`config.mk`:
```
export PLATFORM = sky130hd
export DESIGN_NAME = length_prefixed_link_deframer
export DESIGN_NICKNAME = d
export VERILOG_FILES = /design/src/rtl/lpd_pkg.sv /design/src/rtl/length_prefixed_link_deframer.sv /design/src/rtl/lpd_step.sv
export VERILOG_INCLUDE_DIRS = /design/src /design/src/rtl
export SDC_FILE = /design/constraint.sdc
export NUM_CORES = 1
export LEC_CHECK = 0
export BUFFER_PORTS_ARGS = -buffer_cell sky130_fd_sc_hd__buf_2
export CORE_ASPECT_RATIO = 0.7
export CORE_UTILIZATION = 30
export CTS_CLUSTER_SIZE = 28
export DETAILED_ROUTE_END_ITERATION = 8
export GPL_TIMING_DRIVEN = 0
export MAX_ROUTING_LAYER = met4
export SETUP_SLACK_MARGIN = 0.3
export SYNTH_ARGS = -nofsm -noshare
export SYNTH_HDL_FRONTEND = slang
export SYNTH_SLANG_ARGS = --single-unit
```
`constraint.sdc`:
```
create_clock -name clk_i -period 7.3 [get_ports clk_i]
set_input_delay 0.73 -clock clk_i [delete_from_list [all_inputs] [get_ports clk_i]]
set_output_delay 0.73 -clock clk_i [all_outputs]
set_load 0.02 [all_outputs]
```
`src/rtl/length_prefixed_link_deframer_defines.svh`:
```
// ----------------------------------------------------------------------------
// Length-prefixed link deframer: assertion macros
// Concurrent assertion wrappers clocked on clk_i; LPD_ASSERT is disabled while rst_ni is low.
// ----------------------------------------------------------------------------
`ifndef LENGTH_PREFIXED_LINK_DEFRAMER_DEFINES_SVH
`define LENGTH_PREFIXED_LINK_DEFRAMER_DEFINES_SVH

`ifndef ASSERT_OFF
// Checked outside reset only
`define LPD_ASSERT(label, prop, msg) \
  label: assert property (@(posedge clk_i) disable iff (!rst_ni) (prop)) else $error(msg);
// Checked on every edge, reset included
`define LPD_ASSERT_ALWAYS(label, prop, msg) \
  label: assert property (@(posedge clk_i) (prop)) else $error(msg);
`else
`define LPD_ASSERT(label, prop, msg)
`define LPD_ASSERT_ALWAYS(label, prop, msg)
`endif

`endif

```
`src/rtl/lpd_pkg.sv`:
```
// ----------------------------------------------------------------------------
// lpd_pkg
// Types and constants shared by the link deframer modules.
// ----------------------------------------------------------------------------
`timescale 1ns / 1ps

package lpd_pkg;

  localparam logic [3:0]  HdrBytes     = 4'd8;
  localparam logic [15:0] TimeoutMin   = 16'd10;
  localparam logic [15:0] TimeoutReset = 16'd60;
  localparam logic [15:0] KaReset      = 16'd20;      // 60 / 3
  localparam logic [23:0] MaxPayReset  = 24'd1500000;
  localparam logic [16:0] CntMax       = 17'h1FFFF;
  // floor(x / 3) == (x * 43691) >> 17 for any 16-bit x
  localparam logic [16:0] KaRecip      = 17'd43691;
  localparam int          KaShift      = 17;

  localparam int CfgIdxW  = 1;
  localparam int CfgDataW = 24;

  localparam logic [CfgIdxW-1:0] REG_TIMEOUT = 1'b0;
  localparam logic [CfgIdxW-1:0] REG_MAXPAY  = 1'b1;

  localparam logic [2:0] ACT_RX_BYTE  = 3'd0;
  localparam logic [2:0] ACT_TICK     = 3'd1;
  localparam logic [2:0] ACT_TX_PROG  = 3'd2;
  localparam logic [2:0] ACT_CONNECT  = 3'd3;
  localparam logic [2:0] ACT_DROP     = 3'd4;

  typedef enum logic [2:0] {
    MODE_IDLE = 3'b001,
    MODE_HDR  = 3'b010,
    MODE_DATA = 3'b100
  } mode_e;

  typedef enum logic [2:0] {
    EV_BYTE      = 3'd0,
    EV_EMPTY     = 3'd1,
    EV_OVERSIZE  = 3'd2,
    EV_TIMEOUT   = 3'd3,
    EV_KEEPALIVE = 3'd4,
    EV_REGISTER  = 3'd5
  } event_e;

  typedef struct packed {
    logic        valid;
    event_e      ev;
    logic [31:0] msg_type;
    logic [7:0]  data;
    logic        last;
  } res_t;

endpackage

```
`src/rtl/length_prefixed_link_deframer.sv`:
```
// ----------------------------------------------------------------------------
// length_prefixed_link_deframer
// Link supervisor and deframer for messages with an 8-byte type/length header.
// ----------------------------------------------------------------------------
// Takes one item per clock cycle for as long as results are drained; every
// item passes an input register, the state update in lpd_step and an output
// register.
// The output register frees its slot in the cycle it is read, so a stalled
// consumer holds off input only once the input register is also occupied.
// Config writes (timeout_secs, max_payload) take effect on the next edge.
`timescale 1ns / 1ps

module length_prefixed_link_deframer (
  input  logic                         clk_i,
  input  logic                         rst_ni,
  input  logic                         cfg_we_i,
  input  logic [lpd_pkg::CfgIdxW-1:0]  cfg_idx_i,
  input  logic [lpd_pkg::CfgDataW-1:0] cfg_wdata_i,
  input  logic                         in_valid_i,
  output logic                         in_ready_o,
  input  logic [2:0]                   action_i,
  input  logic [7:0]                   rx_byte_i,
  input  logic                         tx_idle_i,
  output logic                         out_valid_o,
  input  logic                         out_ready_i,
  output logic [2:0]                   event_res_o,
  output logic [31:0]                  msg_type_o,
  output logic [7:0]                   payload_byte_o,
  output logic                         last_o
);
  import lpd_pkg::*;

  logic        in_vld_q;
  logic [2:0]  action_q;
  logic [7:0]  rx_byte_q;
  logic        tx_idle_q;
  logic        out_vld_q;
  logic [2:0]  ev_q;
  logic [31:0] type_q;
  logic [7:0]  data_q;
  logic        last_q;
  logic        advance;
  res_t        res;

  assign advance    = in_vld_q && (!out_vld_q || out_ready_i);
  assign in_ready_o = !in_vld_q || advance;

  always_ff @(posedge clk_i or negedge rst_ni) begin
    if (!rst_ni) begin
      in_vld_q <= 1'b0;
    end else if (in_valid_i && in_ready_o) begin
      in_vld_q <= 1'b1;
    end else if (advance) begin
      in_vld_q <= 1'b0;
    end
  end

  always_ff @(posedge clk_i) begin
    if (in_valid_i && in_ready_o) begin
      action_q  <= action_i;
      rx_byte_q <= rx_byte_i;
      tx_idle_q <= tx_idle_i;
    end
  end

  lpd_step u_step (
    .clk_i       (clk_i),
    .rst_ni      (rst_ni),
    .step_i      (advance),
    .action_i    (action_q),
    .rx_byte_i   (rx_byte_q),
    .tx_idle_i   (tx_idle_q),
    .cfg_we_i    (cfg_we_i),
    .cfg_idx_i   (cfg_idx_i),
    .cfg_wdata_i (cfg_wdata_i),
    .res_o       (res)
  );

  always_ff @(posedge clk_i or negedge rst_ni) begin
    if (!rst_ni) begin
      out_vld_q <= 1'b0;
    end else if (advance) begin
      out_vld_q <= res.valid;
    end else if (out_ready_i) begin
      out_vld_q <= 1'b0;
    end
  end

  always_ff @(posedge clk_i) begin
    if (advance && res.valid) begin
      ev_q   <= res.ev;
      type_q <= res.msg_type;
      data_q <= res.data;
      last_q <= res.last;
    end
  end

  assign out_valid_o    = out_vld_q;
  assign event_res_o    = ev_q;
  assign msg_type_o     = type_q;
  assign payload_byte_o = data_q;
  assign last_o         = last_q;

endmodule

```
`src/rtl/lpd_step.sv`:
```
// ----------------------------------------------------------------------------
// lpd_step
// Link state, header/payload tracking, silence counters and config registers.
// Processes one registered item per cycle while step_i is high and produces at most one result.
// ----------------------------------------------------------------------------
`timescale 1ns / 1ps
`include "length_prefixed_link_deframer_defines.svh"

module lpd_step (
  input  logic                        clk_i,
  input  logic                        rst_ni,
  input  logic                        step_i,
  input  logic [2:0]                  action_i,
  input  logic [7:0]                  rx_byte_i,
  input  logic                        tx_idle_i,
  input  logic                        cfg_we_i,
  input  logic [lpd_pkg::CfgIdxW-1:0] cfg_idx_i,
  input  logic [lpd_pkg::CfgDataW-1:0] cfg_wdata_i,
  output lpd_pkg::res_t               res_o
);
  import lpd_pkg::*;

  mode_e       mode_q, mode_d;
  logic [63:0] shift_q, shift_d;
  logic [3:0]  cnt_q, cnt_d;
  logic [23:0] left_q, left_d;
  logic [31:0] type_q, type_d;
  logic [16:0] rd_q, rd_d;
  logic [16:0] wr_q, wr_d;

  // Config is held pre-digested: clamped limit and keepalive threshold
  logic [15:0] lim_q;
  logic [15:0] ka_q;
  logic [23:0] maxpay_q;

  logic [15:0] lim_w;
  logic [32:0] ka_prod;

  logic        active;
  logic [63:0] shifted;
  logic [3:0]  cnt_inc;
  logic [23:0] left_dec;
  logic [16:0] rd_inc;
  logic [16:0] wr_inc;
  res_t        res;

  assign lim_w   = (cfg_wdata_i[15:0] < TimeoutMin) ? TimeoutMin : cfg_wdata_i[15:0];
  assign ka_prod = 33'(lim_w) * 33'(KaRecip);

  always_ff @(posedge clk_i or negedge rst_ni) begin
    if (!rst_ni) begin
      lim_q    <= TimeoutReset;
      ka_q     <= KaReset;
      maxpay_q <= MaxPayReset;
    end else if (cfg_we_i) begin
      unique case (cfg_idx_i)
        REG_TIMEOUT: begin
          lim_q <= lim_w;
          ka_q  <= ka_prod[KaShift+15:KaShift];
        end
        REG_MAXPAY: maxpay_q <= cfg_wdata_i;
        default: ;
      endcase
    end
  end

  assign active   = (mode_q == MODE_HDR) || (mode_q == MODE_DATA);
  assign shifted  = {shift_q[55:0], rx_byte_i};
  assign cnt_inc  = cnt_q + 4'd1;
  assign left_dec = left_q - 24'd1;
  assign rd_inc   = (rd_q == CntMax) ? rd_q : rd_q + 17'd1;
  assign wr_inc   = (wr_q == CntMax) ? wr_q : wr_q + 17'd1;

  always_comb begin
    mode_d  = mode_q;
    shift_d = shift_q;
    cnt_d   = cnt_q;
    left_d  = left_q;
    type_d  = type_q;
    rd_d    = rd_q;
    wr_d    = wr_q;
    res     = '0;
    if (step_i) begin
      case (action_i)
        ACT_RX_BYTE: begin
          if (active) begin
            rd_d = '0;
            if (mode_q == MODE_HDR) begin
              if (cnt_inc == HdrBytes) begin
                shift_d      = '0;
                cnt_d        = '0;
                type_d       = shifted[63:32];
                res.msg_type = shifted[63:32];
                if (shifted[31:0] == 32'd0) begin
                  res.valid = 1'b1;
                  res.ev    = EV_EMPTY;
                  res.last  = 1'b1;
                end else if (shifted[31:0] > {8'd0, maxpay_q}) begin
                  mode_d    = MODE_IDLE;
                  res.valid = 1'b1;
                  res.ev    = EV_OVERSIZE;
                end else begin
                  left_d = shifted[23:0];
                  mode_d = MODE_DATA;
                end
              end else begin
                shift_d = shifted;
                cnt_d   = cnt_inc;
              end
            end else begin
              left_d       = left_dec;
              res.valid    = 1'b1;
              res.ev       = EV_BYTE;
              res.msg_type = type_q;
              res.data     = rx_byte_i;
              res.last     = (left_dec == 24'd0);
              if (left_dec == 24'd0) begin
                mode_d  = MODE_HDR;
                shift_d = '0;
                cnt_d   = '0;
              end
            end
          end
        end
        ACT_TICK: begin
          if (active) begin
            rd_d = rd_inc;
            wr_d = wr_inc;
            if (rd_inc > {1'b0, lim_q}) begin
              mode_d    = MODE_IDLE;
              res.valid = 1'b1;
              res.ev    = EV_TIMEOUT;
            end else if (wr_inc > {1'b0, ka_q} && tx_idle_i) begin
              res.valid = 1'b1;
              res.ev    = EV_KEEPALIVE;
            end
          end
        end
        ACT_TX_PROG: begin
          if (active) wr_d = '0;
        end
        ACT_CONNECT: begin
          mode_d    = MODE_HDR;
          shift_d   = '0;
          cnt_d     = '0;
          left_d    = '0;
          type_d    = '0;
          rd_d      = '0;
          wr_d      = '0;
          res.valid = 1'b1;
          res.ev    = EV_REGISTER;
        end
        ACT_DROP: mode_d = MODE_IDLE;
        default: ;
      endcase
    end
  end

  always_ff @(posedge clk_i or negedge rst_ni) begin
    if (!rst_ni) begin
      mode_q  <= MODE_IDLE;
      shift_q <= '0;
      cnt_q   <= '0;
      left_q  <= '0;
      type_q  <= '0;
      rd_q    <= '0;
      wr_q    <= '0;
    end else begin
      mode_q  <= mode_d;
      shift_q <= shift_d;
      cnt_q   <= cnt_d;
      left_q  <= left_d;
      type_q  <= type_d;
      rd_q    <= rd_d;
      wr_q    <= wr_d;
    end
  end

  assign res_o = res;

  `LPD_ASSERT_ALWAYS(a_hdr_cnt_range, cnt_q < HdrBytes, "header count past header size")
  `LPD_ASSERT(a_data_left_nonzero, (mode_q == MODE_DATA) |-> (left_q != 24'd0),
              "data mode with no payload left")
  `LPD_ASSERT(a_timeout_idles, (res.valid && res.ev == EV_TIMEOUT) |=> (mode_q == MODE_IDLE),
              "link still active after timeout")
  `LPD_ASSERT(a_last_rearms, (res.valid && res.ev == EV_BYTE && res.last)
              |=> (mode_q == MODE_HDR && cnt_q == 4'd0), "header not rearmed after last byte")
  `LPD_ASSERT(a_ka_below_lim, ka_q < lim_q, "keepalive threshold not below timeout")

endmodule

```
==> flow_summary_export.csv, run 1 <==
group,metric,value,unit
outcome,status,"complete, no violations",
clock_tree,cts_max_level,1,
setup_path,cp_data_arrival_time,7300,ps
synth,ys.flop_type,"dfrtp_1",
die,fp-row-count,74,
setup_path,start_kind,"primary input",
detailed_routing,firstDrtPassIters,5,
sta,fin_crit,6810,ps
detailed_routing,initialDrtViolationCount,1250,
clock_tree,cts-root-buf,"clkbuf_16",
setup_path,worstPathMaxFanout,7,
synth,synth_commonest_cells,"inv_1, dfrtp_1, ha_1",
setup_path,ff2ff_setup_slack,1430,ps
grt,grt_pass1_vias,14100,
sta,max_freq,0.147,GHz
detailed_routing,wl_per_cell,18.1,um
placed_design,place_hpwl,39500,um
grt,antenna_found_initial,1,
sta,slew_violations,0,
synth,yosysTopAreaCell,"dfrtp_1",
sta,slew_headroom,14.7,%
die,chipWidth,295,um
flow_run,maxCapViolCount,0,
power_and_ir_drop,ir_drop,0.366,mV
grt,grt_use_total,17.1,%
sta,setup_violations,0,
cells_and_area,syn_to_final_growth,13.6,%
grt,gr-total-overflow,0,
setup_path,critPathCaptureType,"flip-flop",
clock_tree,cts_tree,"yes",
clock_tree,numCtsBuffers,26,
die,core_region_area,58900,um^2
synth,synth_area,18000,um^2
sta,fin_worst_skew,22.0,ps
sta,fin_crit_sh,93.3,%
synth,synth.distinct_cells,75,
setup_path,path_class,"primary input to flip-flop",
power_and_ir_drop,p_leak,9.58,nW
synth,yosysMostFrequentCell,"inv_1",
die,fp.dieH,207,um
sta,fin_ws,487,ps
sta,hold_violations,0,
synth,synth-edff-count,56,
synth,synth_area_per_cell,9.78,um^2
power_and_ir_drop,power,0.00712,W
clock_tree,clk_latency,570,ps
synth,seq_area_frac_synth,38.6,%
grt,grt_max_degree,128,
synth,yosys_warnings,0,
sta,worst_pin_slew,1270,ps
clock_tree,cts.sinks,266,
cells_and_area,final_nets,2268,
synth,syn_nets,2149,
detailed_routing,antenna_left,0,
synth,syn_inst,1843,
power_and_ir_drop,power_density,348,nW/um^2
clock_tree,clk_pin_slew,60,ps
cells_and_area,drive_gt1_share,11.1,%
synth,synthTopCellsByArea,"dfrtp_1, ha_1, edfxtp_1, fa_1, inv_1",
die,dieArea,61100,um^2
detailed_routing,viasPerCell,5.09,
detailed_routing,dr_total_vias,14200,
synth,synthArstFlopShare,78.9,%
placed_design,globalplace.congestion,0.911,
detailed_routing,drc,0,
placed_design,port-buffer-count,86,
sta,rsz0062_at_grt,"false",
grt,grt_pass1_wl,80300,um
synth,synth_seq_cells,266,
synth,yosysTopAreaCellShare,26.8,%
cells_and_area,antennaDiodeCount,0,
detailed_routing,routed_wl,50300,um
placed_design,pre_cts_ws,-684,ps
setup_path,cp.required,7790,ps
die,ios,88,
worst_hold_path,hold_path_class,"primary input to async pin",
die,initial_core_util,30.6,%
clock_tree,cts.path.max_buffers,3,
what timing repair did:
item | in CTS | in global routing
hold endpoints to repair | 0 | 0
endpoints found under the setup margin | 10 | 9
buffers inserted | 2 | 1
hold buffers | 0 | 0
resized for setup | 6 | 11
pin swaps | 1 | 2
cells by family (layout without fill, tap and decap cells):
logic type / count (synthesis) / count (layout) / share of synthesized area (%)
flops: 266 / 266 / 38.6
compound gates: 442 / 442 / 16.3
xor+xnor: 55 / 55 / 2.67
fa+ha+maj: 264 / 264 / 21.5
simple gates: 454 / 454 / 12.1
buf+inv: 335 / 474 / 7.12
mux: 27 / 27 / 1.67
report_power, final:
group	internal (W)	total (W)	leakage, nW	switching (W)
logic	0.00146	0.00376	5.83	0.00230
clock network	0.000763	0.00138	0.426	0.000620
registers	0.00173	0.00197	3.32	0.000242
total	0.00396	0.00712	9.58	0.00316
through the flow:
stage,hold WS [ps],area [um^2],std cells,utilization (%),setup TNS [ps]
after global placement,462,19500,2727,33.0,-12950
after global routing,228,20500,2780,34.8,0
after CTS,212,20400,2779,34.7,0
after floorplan,434,18000,1843,-,0
final,159,20500,2780,34.8,0
after detailed placement,470,19500,2729,33.2,-5050
per-layer routing:
layer | routed length (um) | track usage [%] | up-vias
li1 | - | - | 6621
met1 | 25500 | 26.4 | 7007
met2 | 20000 | 23.2 | 478
met3 | 4080 | 3.19 | 56
met4 | 696 | 2.41 | 0
met5 | 0 | - | -
critical path, stage by stage:
cell and delay [ps]:
clkbuf_2 200, nor4_1 320, nand4_1 210, nor2b_2 250, inv_2 140, ha_2 330
xor2_2 190, ha_1 330, inv_1 70, fa_1 530, inv_1 50, fa_1 510
fa_1 560, fa_2 650, ha_4 230, a21oi_1 150, o21ai_1 160, a221o_1 430
o2bb2ai_1 220, a211oi_2 260, o31ai_1 140, and2_1 210, or3_1 350, nand3_1 80
layout make-up:
cell class                 instances  area, um^2
inverter                         247         927
clock inverter                     9        68.8
sequential                       266        6960
timing repair buffer              91         510
fill                            6069       38400
clock buffer                      39         801
tap                              798         998
multi-input combinational       1242        9860
buffer                            88         358
placed cells by master, fill, tap and decap left out, types with 27 or more instances in the layout:
master,synthesis,final
inv_1,247,246
dfrtp_1,193,193
ha_1,187,183
o21ai_0,161,160
nand2_1,159,159
a22o_1,102,102
nor2_1,99,98
buf_2,11,96
fa_1,77,76
clkbuf_1,68,71
a21oi_1,64,63
edfxtp_1,56,56
nand3_1,36,36
xnor2_1,32,32
nor3_1,27,27
clkbuf_16,0,27
worst paths after layout:
path,start,to,cells past startpoint
min in group clk_i,rx_byte_i[3],rx_byte_q[3]$_DFFE_PP_,1
max,cfg_wdata_i[6],u_step.ka_q[14]$_DFFE_PN0P_,24
min reg2reg,u_step.type_q[15]$_DFFE_PN0P_,u_step.type_q[15]$_DFFE_PN0P_,2
max in group asynchronous,rst_ni,u_step.type_q[13]$_DFFE_PN0P_,2
min,rst_ni,u_step.wr_q[7]$_DFFE_PN0P_,1
max reg2reg,u_step.rd_q[4]$_DFFE_PN0P_,msg_type_o[28]$_SDFFCE_PN0P_,18
state kept, by name, indices dropped and copies added (netlist names), 15 cells and up:
signal,count
u_step.type_q,32
u_step.maxpay_q,24
msg_type_o,32
u_step.left_q,24
u_step.lim_q,16
u_step.ka_q,15
u_step.rd_q,17
u_step.wr_q,17
u_step.shift_q,56
Note: power is estimated with default switching activity, not from simulation.
==> run 2, diff against run 1 <==
--- a/config.mk
+++ b/config.mk
@@ -6,11 +6,11 @@
 export SDC_FILE = /design/constraint.sdc
 export NUM_CORES = 1
 export LEC_CHECK = 0
-export BUFFER_PORTS_ARGS = -buffer_cell sky130_fd_sc_hd__buf_2
 export CORE_ASPECT_RATIO = 0.7
 export CORE_UTILIZATION = 30
 export CTS_CLUSTER_SIZE = 28
 export DETAILED_ROUTE_END_ITERATION = 8
+export DONT_BUFFER_PORTS = 1
 export GPL_TIMING_DRIVEN = 0
 export MAX_ROUTING_LAYER = met4
 export SETUP_SLACK_MARGIN = 0.3
==> run 2 against run 1 <==
  * Critical path depth did not move
  * Combinational power decreased by 3%
  * Final area down 1.6%
  * Count of clock-buffer cells in the layout is 5 lower
  * Global-route usage increased by 0.17 points
==> flow_summary_export.csv, run 2 (same netlist as run 1, synthesis figures left out) <==
group,metric,value,unit
cells_and_area,mostFrequentLayoutCell,"inv_1",
placed_design,globalplace.congestion,0.928,
placed_design,port-buffer-count,0,
placed_design,pre_cts_ws,-644,ps
flow_run,maxCapViolCount,0,
detailed_routing,wl_per_cell,18.7,um
cells_and_area,drive_gt1_share,7.21,%
sta,fin_ws,539,ps
sta,fin_worst_skew,15.6,ps
clock_tree,clk_latency,570,ps
setup_path,slowest_delay,530,ps
detailed_routing,dr_total_vias,14000,
setup_path,r2r_cells,18,
setup_path,start_kind,"primary input",
sta,rsz0062_at_grt,"false",
setup_path,cp.required,7770,ps
die,initial_core_util,30.6,%
outcome,status,"complete, no violations",
power_and_ir_drop,power_density,354,nW/um^2
clock_tree,cts-root-buf,"clkbuf_16",
clock_tree,cts.path.max_buffers,3,
clock_tree,cts_tree,"yes",
setup_path,cp.depth,24,
setup_path,critPathCaptureType,"flip-flop",
grt,grt_pass1_vias,13700,
power_and_ir_drop,p_leak,9.25,nW
grt,antenna_found_initial,2,
cells_and_area,final_nets,2184,
detailed_routing,routed_wl,50500,um
setup_path,slowest_stage,"fa_1",
die,fp-row-count,74,
detailed_routing,antenna_left,0,
worst_hold_path,hold_path_class,"primary input to async pin",
sta,hold_slack,129,ps
setup_path,path_buf_inv,4,
setup_path,ff2ff_setup_slack,1350,ps
cells_and_area,largest_reg_flops,56,
sta,hold_violations,0,
setup_path,reg2reg_from,"u_step.rd_q[4]$_DFFE_PN0P_",
detailed_routing,initialDrtViolationCount,1267,
sta,slew_violations,0,
sta,setup_violations,0,
setup_path,critPathLaunch,"cfg_wdata_i[6]",
setup_path,cpMostUsedCell,"fa_1",
power_and_ir_drop,ir_drop,0.218,mV
sta,slew_headroom,9.00,%
grt,grt_pass1_wl,80400,um
grt,grt_max_degree,194,
detailed_routing,viasPerCell,5.19,
detailed_routing,firstDrtPassIters,5,
cells_and_area,regMostFlops,"u_step.shift_q",
sta,worst_pin_slew,1350,ps
setup_path,r2r-end,"msg_type_o[30]$_SDFFCE_PN0P_",
clock_tree,cts.sinks,266,
sta,fin_crit_sh,92.6,%
cells_and_area,syn_to_final_growth,11.7,%
setup_path,path_class,"primary input to flip-flop",
setup_path,path_cells,"clkbuf_2 > nor4_2 > nand4_1 > buf_4 > and2_2 > ha_4 > xor2_1 > ha_1 > inv_1 > fa_1 > inv_1 > fa_1 > fa_1 > fa_1 > ha_2 > nand2_1 > nor2_1 > o21ai_0 > a21oi_2 > a211oi_2 > o31ai_1 > and2_1 > nor3_1 > o31ai_1",
die,fp.dieH,207,um
detailed_routing,drc,0,
die,ios,88,
cells_and_area,mostFrequentLayoutCells,"inv_1, dfrtp_1, ha_1",
die,chipWidth,295,um
setup_path,worstPathMaxFanout,8,
setup_path,cp_data_arrival_time,7230,ps
sta,max_freq,0.148,GHz
clock_tree,cts_max_level,1,
grt,grt_use_total,17.2,%
grt,gr-total-overflow,0,
setup_path,cp_top_family,"adder cells",
die,core_region_area,58900,um^2
die,dieArea,61100,um^2
setup_path,endpoint,"u_step.ka_q[13]$_DFFE_PN0P_",
placed_design,place_hpwl,38900,um
clock_tree,clk_pin_slew,60,ps
clock_tree,numCtsBuffers,27,
sta,fin_crit,6760,ps
## run 2: metrics by stage
| step | utilization, % | instance area [um^2] | setup TNS, ps | power [W] | cells |
|---|---|---|---|---|---|
| after global placement | 32.3 | 19000 | -16440 | 0.00539 | 2641 |
| after CTS | 34.1 | 20100 | 0 | 0.00704 | 2696 |
| final | 34.2 | 20100 | 0 | 0.00714 | 2698 |
| after global routing | 34.2 | 20100 | 0 | 0.00771 | 2698 |
| after floorplan | - | 18000 | 0 | 0.00445 | 1843 |
| after detailed placement | 32.4 | 19100 | -4550 | 0.00546 | 2642 |
## run 2: metal layers
layer  vias up  wire, um  GRT usage, %
li1       6478         -             -
met1      6979     25900          27.0
met2       509     19800          22.7
met3        42      4270          3.52
met4         0       567          2.39
met5         -         0             -
## run 2: final cells by class
cell class / instances / area [um^2]
Buffer: 88 / 358
Clock buffer: 34 / 742
Clock inverter: 16 / 208
Inverter: 247 / 927
Antenna cell: 1 / 2.50
Sequential cell: 266 / 6960
Multi-Input combinational cell: 1242 / 9870
Fill cell: 6007 / 38700
Tap cell: 798 / 998
Timing Repair Buffer: 6 / 82.6
## run 2: power by group
group / switching [W] / total (W) / internal [W] / leakage, nW
clock: 0.000647 / 0.00152 / 0.000868 / 0.448
sequential: 0.000245 / 0.00198 / 0.00173 / 3.32
combinational: 0.00222 / 0.00365 / 0.00143 / 5.48
total: 0.00311 / 0.00714 / 0.00403 / 9.25
## run 2: worst min-delay path by stage
stage | cells past startpoint | start | endpoint
6_report | 1 | rst_ni | in_vld_q$_DFFE_PN0P_
5_1_grt | 0 | rx_byte_i[6] | rx_byte_q[6]$_DFFE_PP_
3_5_place_dp | 0 | rst_ni | in_vld_q$_DFFE_PN0P_
3_3_place_gp | 0 | rst_ni | in_vld_q$_DFFE_PN0P_
2_1_floorplan | 0 | rst_ni | in_vld_q$_DFFE_PN0P_
4_1_cts | 0 | rx_byte_i[6] | rx_byte_q[6]$_DFFE_PP_
## run 2: what timing repair did
action                                  CTS  global route
pin swaps                                 1             4
hold buffers                              3             0
buffers inserted                          1             1
resized for setup                         5            13
endpoints found under the setup margin    9             9
endpoints found under the hold margin   193             0
==> run 3, diff against run 2 <==
--- a/config.mk
+++ b/config.mk
@@ -11,7 +11,6 @@
 export CTS_CLUSTER_SIZE = 28
 export DETAILED_ROUTE_END_ITERATION = 8
 export DONT_BUFFER_PORTS = 1
-export GPL_TIMING_DRIVEN = 0
 export MAX_ROUTING_LAYER = met4
 export SETUP_SLACK_MARGIN = 0.3
 export SYNTH_ARGS = -nofsm -noshare
==> run 3 against run 2 <==
  * Sequential share of layout area is 0.35 points higher
  * Combinational power is 6.8% lower
  * Via count shrank 3.6%
  * Fmax up 2.3%
  * First-iteration DRC count shrank 15%
  * Flip-flop and latch count unchanged
  * Sequential power hardly changed
  * Count of clock-buffer cells in the layout is 6 lower
  * Total power fell by 2.8%
  * Setup slack improved by 150 ps
  * Critical path depth fell by 2
  * Critical endpoint is now u_step.ka_q[14]$_DFFE_PN0P_
  * Largest cell class unchanged
==> flow_summary_export.csv, run 3 (same netlist as run 1, synthesis figures left out) <==
group,metric,value,unit
cells_and_area,drive_gt1_share,7.40,%
grt,grt_pass1_vias,13400,
clock_tree,cts_tree,"yes",
setup_path,path_cells,"nor4_2 > nand4_1 > and2_1 > ha_1 > xor2_1 > ha_1 > inv_1 > fa_1 > inv_1 > fa_1 > fa_1 > fa_1 > ha_1 > and2_1 > a221o_1 > o2bb2ai_1 > a211oi_1 > buf_4 > o31ai_1 > and2_1 > or3_1 > nand3_1",
setup_path,critPathLaunch,"cfg_wdata_i[11]",
setup_path,cp_top_family,"adder cells",
sta,fin_worst_skew,33.0,ps
flow_run,maxCapViolCount,0,
outcome,status,"complete, no violations",
cells_and_area,largest_reg_flops,56,
setup_path,slowest_delay,530,ps
setup_path,path_class,"primary input to flip-flop",
cells_and_area,mostFrequentLayoutCells,"inv_1, dfrtp_1, ha_1",
sta,fin_crit,6610,ps
sta,hold_violations,0,
setup_path,path_buf_inv,3,
clock_tree,clk_latency,590,ps
power_and_ir_drop,p_leak,9.24,nW
sta,slew_violations,0,
clock_tree,numCtsBuffers,28,
clock_tree,cts_max_level,1,
die,fp.dieH,207,um
detailed_routing,initialDrtViolationCount,1071,
sta,setup_violations,0,
die,dieArea,61100,um^2
cells_and_area,mostFrequentLayoutCell,"inv_1",
sta,worst_pin_slew,1150,ps
setup_path,cp.required,7800,ps
setup_path,slowest_stage,"fa_1",
setup_path,critPathCaptureType,"flip-flop",
sta,rsz0062_at_grt,"false",
power_and_ir_drop,power_density,348,nW/um^2
power_and_ir_drop,power,0.00694,W
clock_tree,clk_pin_slew,70,ps
clock_tree,cts.path.max_buffers,3,
grt,grt_max_degree,194,
cells_and_area,final_nets,2121,
sta,finalSetupTns,0,ps
cells_and_area,fillerInstances,6042,
cells_and_area,antennaDiodeCount,0,
detailed_routing,drc,0,
die,initial_core_util,30.6,%
placed_design,port-buffer-count,0,
sta,max_freq,0.151,GHz
detailed_routing,antenna_left,0,
sta,fin_crit_sh,90.5,%
setup_path,reg2reg_from,"u_step.rd_q[4]$_DFFE_PN0P_",
setup_path,cpMostUsedCell,"fa_1",
sta,hold_slack,213,ps
die,ios,88,
setup_path,start_kind,"primary input",
detailed_routing,wl_per_cell,18.6,um
detailed_routing,dr_total_vias,13500,
setup_path,ff2ff_setup_slack,1460,ps
grt,gr-total-overflow,0,
clock_tree,cts-root-buf,"clkbuf_16",
worst_hold_path,hold_path_class,"primary input to async pin",
grt,grt_use_total,16.8,%
power_and_ir_drop,ir_drop,0.250,mV
detailed_routing,viasPerCell,5.12,
cells_and_area,syn_to_final_growth,10.6,%
clock_tree,cts.sinks,266,
setup_path,cp_data_arrival_time,7100,ps
sta,slew_headroom,23.3,%
detailed_routing,firstDrtPassIters,5,
setup_path,worstPathMaxFanout,7,
detailed_routing,routed_wl,49000,um
grt,grt_pass1_wl,78300,um
cells_and_area,regMostFlops,"u_step.shift_q",
grt,antenna_found_initial,0,
placed_design,place_hpwl,36500,um
die,core_region_area,58900,um^2
die,chipWidth,295,um
die,fp-row-count,74,
placed_design,globalplace.congestion,0.948,
[run 3: cell types whose count changed in the layout (fill, tap and decap cells not counted), sizes merged]
cell      before  now
clkbuf       103   28
clkinv         2   12
buf           23   28
clkinvlp       6    3
bufinv         4    5
diode          1    0
[run 3: routing by layer]
metal	GRT usage, %	routed length, um
met1	24.7	24500
met2	22.9	19700
met3	4.65	3910
met4	2.91	842
met5	-	0
[run 3: power by group]
group          total, W  switching, W  internal (W)
Clock           0.00154      0.000655      0.000888
Combinational   0.00340       0.00200       0.00140
Sequential      0.00200      0.000265       0.00173
[run 3: metrics by stage]
stage          utilization (%)  setup slack, ps  instances  area, um^2
2_1_floorplan                -              663       1843       18000
3_3_place_gp              32.1              200       2580       18900
3_5_place_dp              32.1              155       2580       18900
4_1_cts                   33.9              713       2635       19900
5_1_grt                   33.9              408       2635       19900
6_report                  33.9              692       2635       19900
[run 3: worst paths after layout]
kind / endpoint / cells after the start
setup / recovery: u_step.ka_q[14]$_DFFE_PN0P_ / 22
hold / removal: u_step.cnt_q[1]$_DFFE_PN0P_ / 1
setup reg to reg: msg_type_o[24]$_SDFFCE_PN0P_ / 17
hold reg to reg: u_step.maxpay_q[15]$_DFFE_PN1P_ / 2
max in group asynchronous: u_step.maxpay_q[5]$_DFFE_PN1P_ / 1
min in group clk_i: action_q[1]$_DFFE_PP_ / 0
[run 3: what timing repair did]
item,4_1_cts,5_1_grt
gates resized for setup,0,1
buffers inserted,0,0
hold buffers,3,0
endpoints found under the hold margin,193,0
setup endpoints to repair,0,3
[run 3: cell type report]
class	count	area (um^2)	area share [%]
multi-input cells	1242	9820	49.3
flip-flops and latches	266	6960	34.9
well taps	798	998	5.01
inverters	247	927	4.65
clock buffers	28	701	3.51
clock inverters	24	284	1.42
repair buffers	30	250	1.25
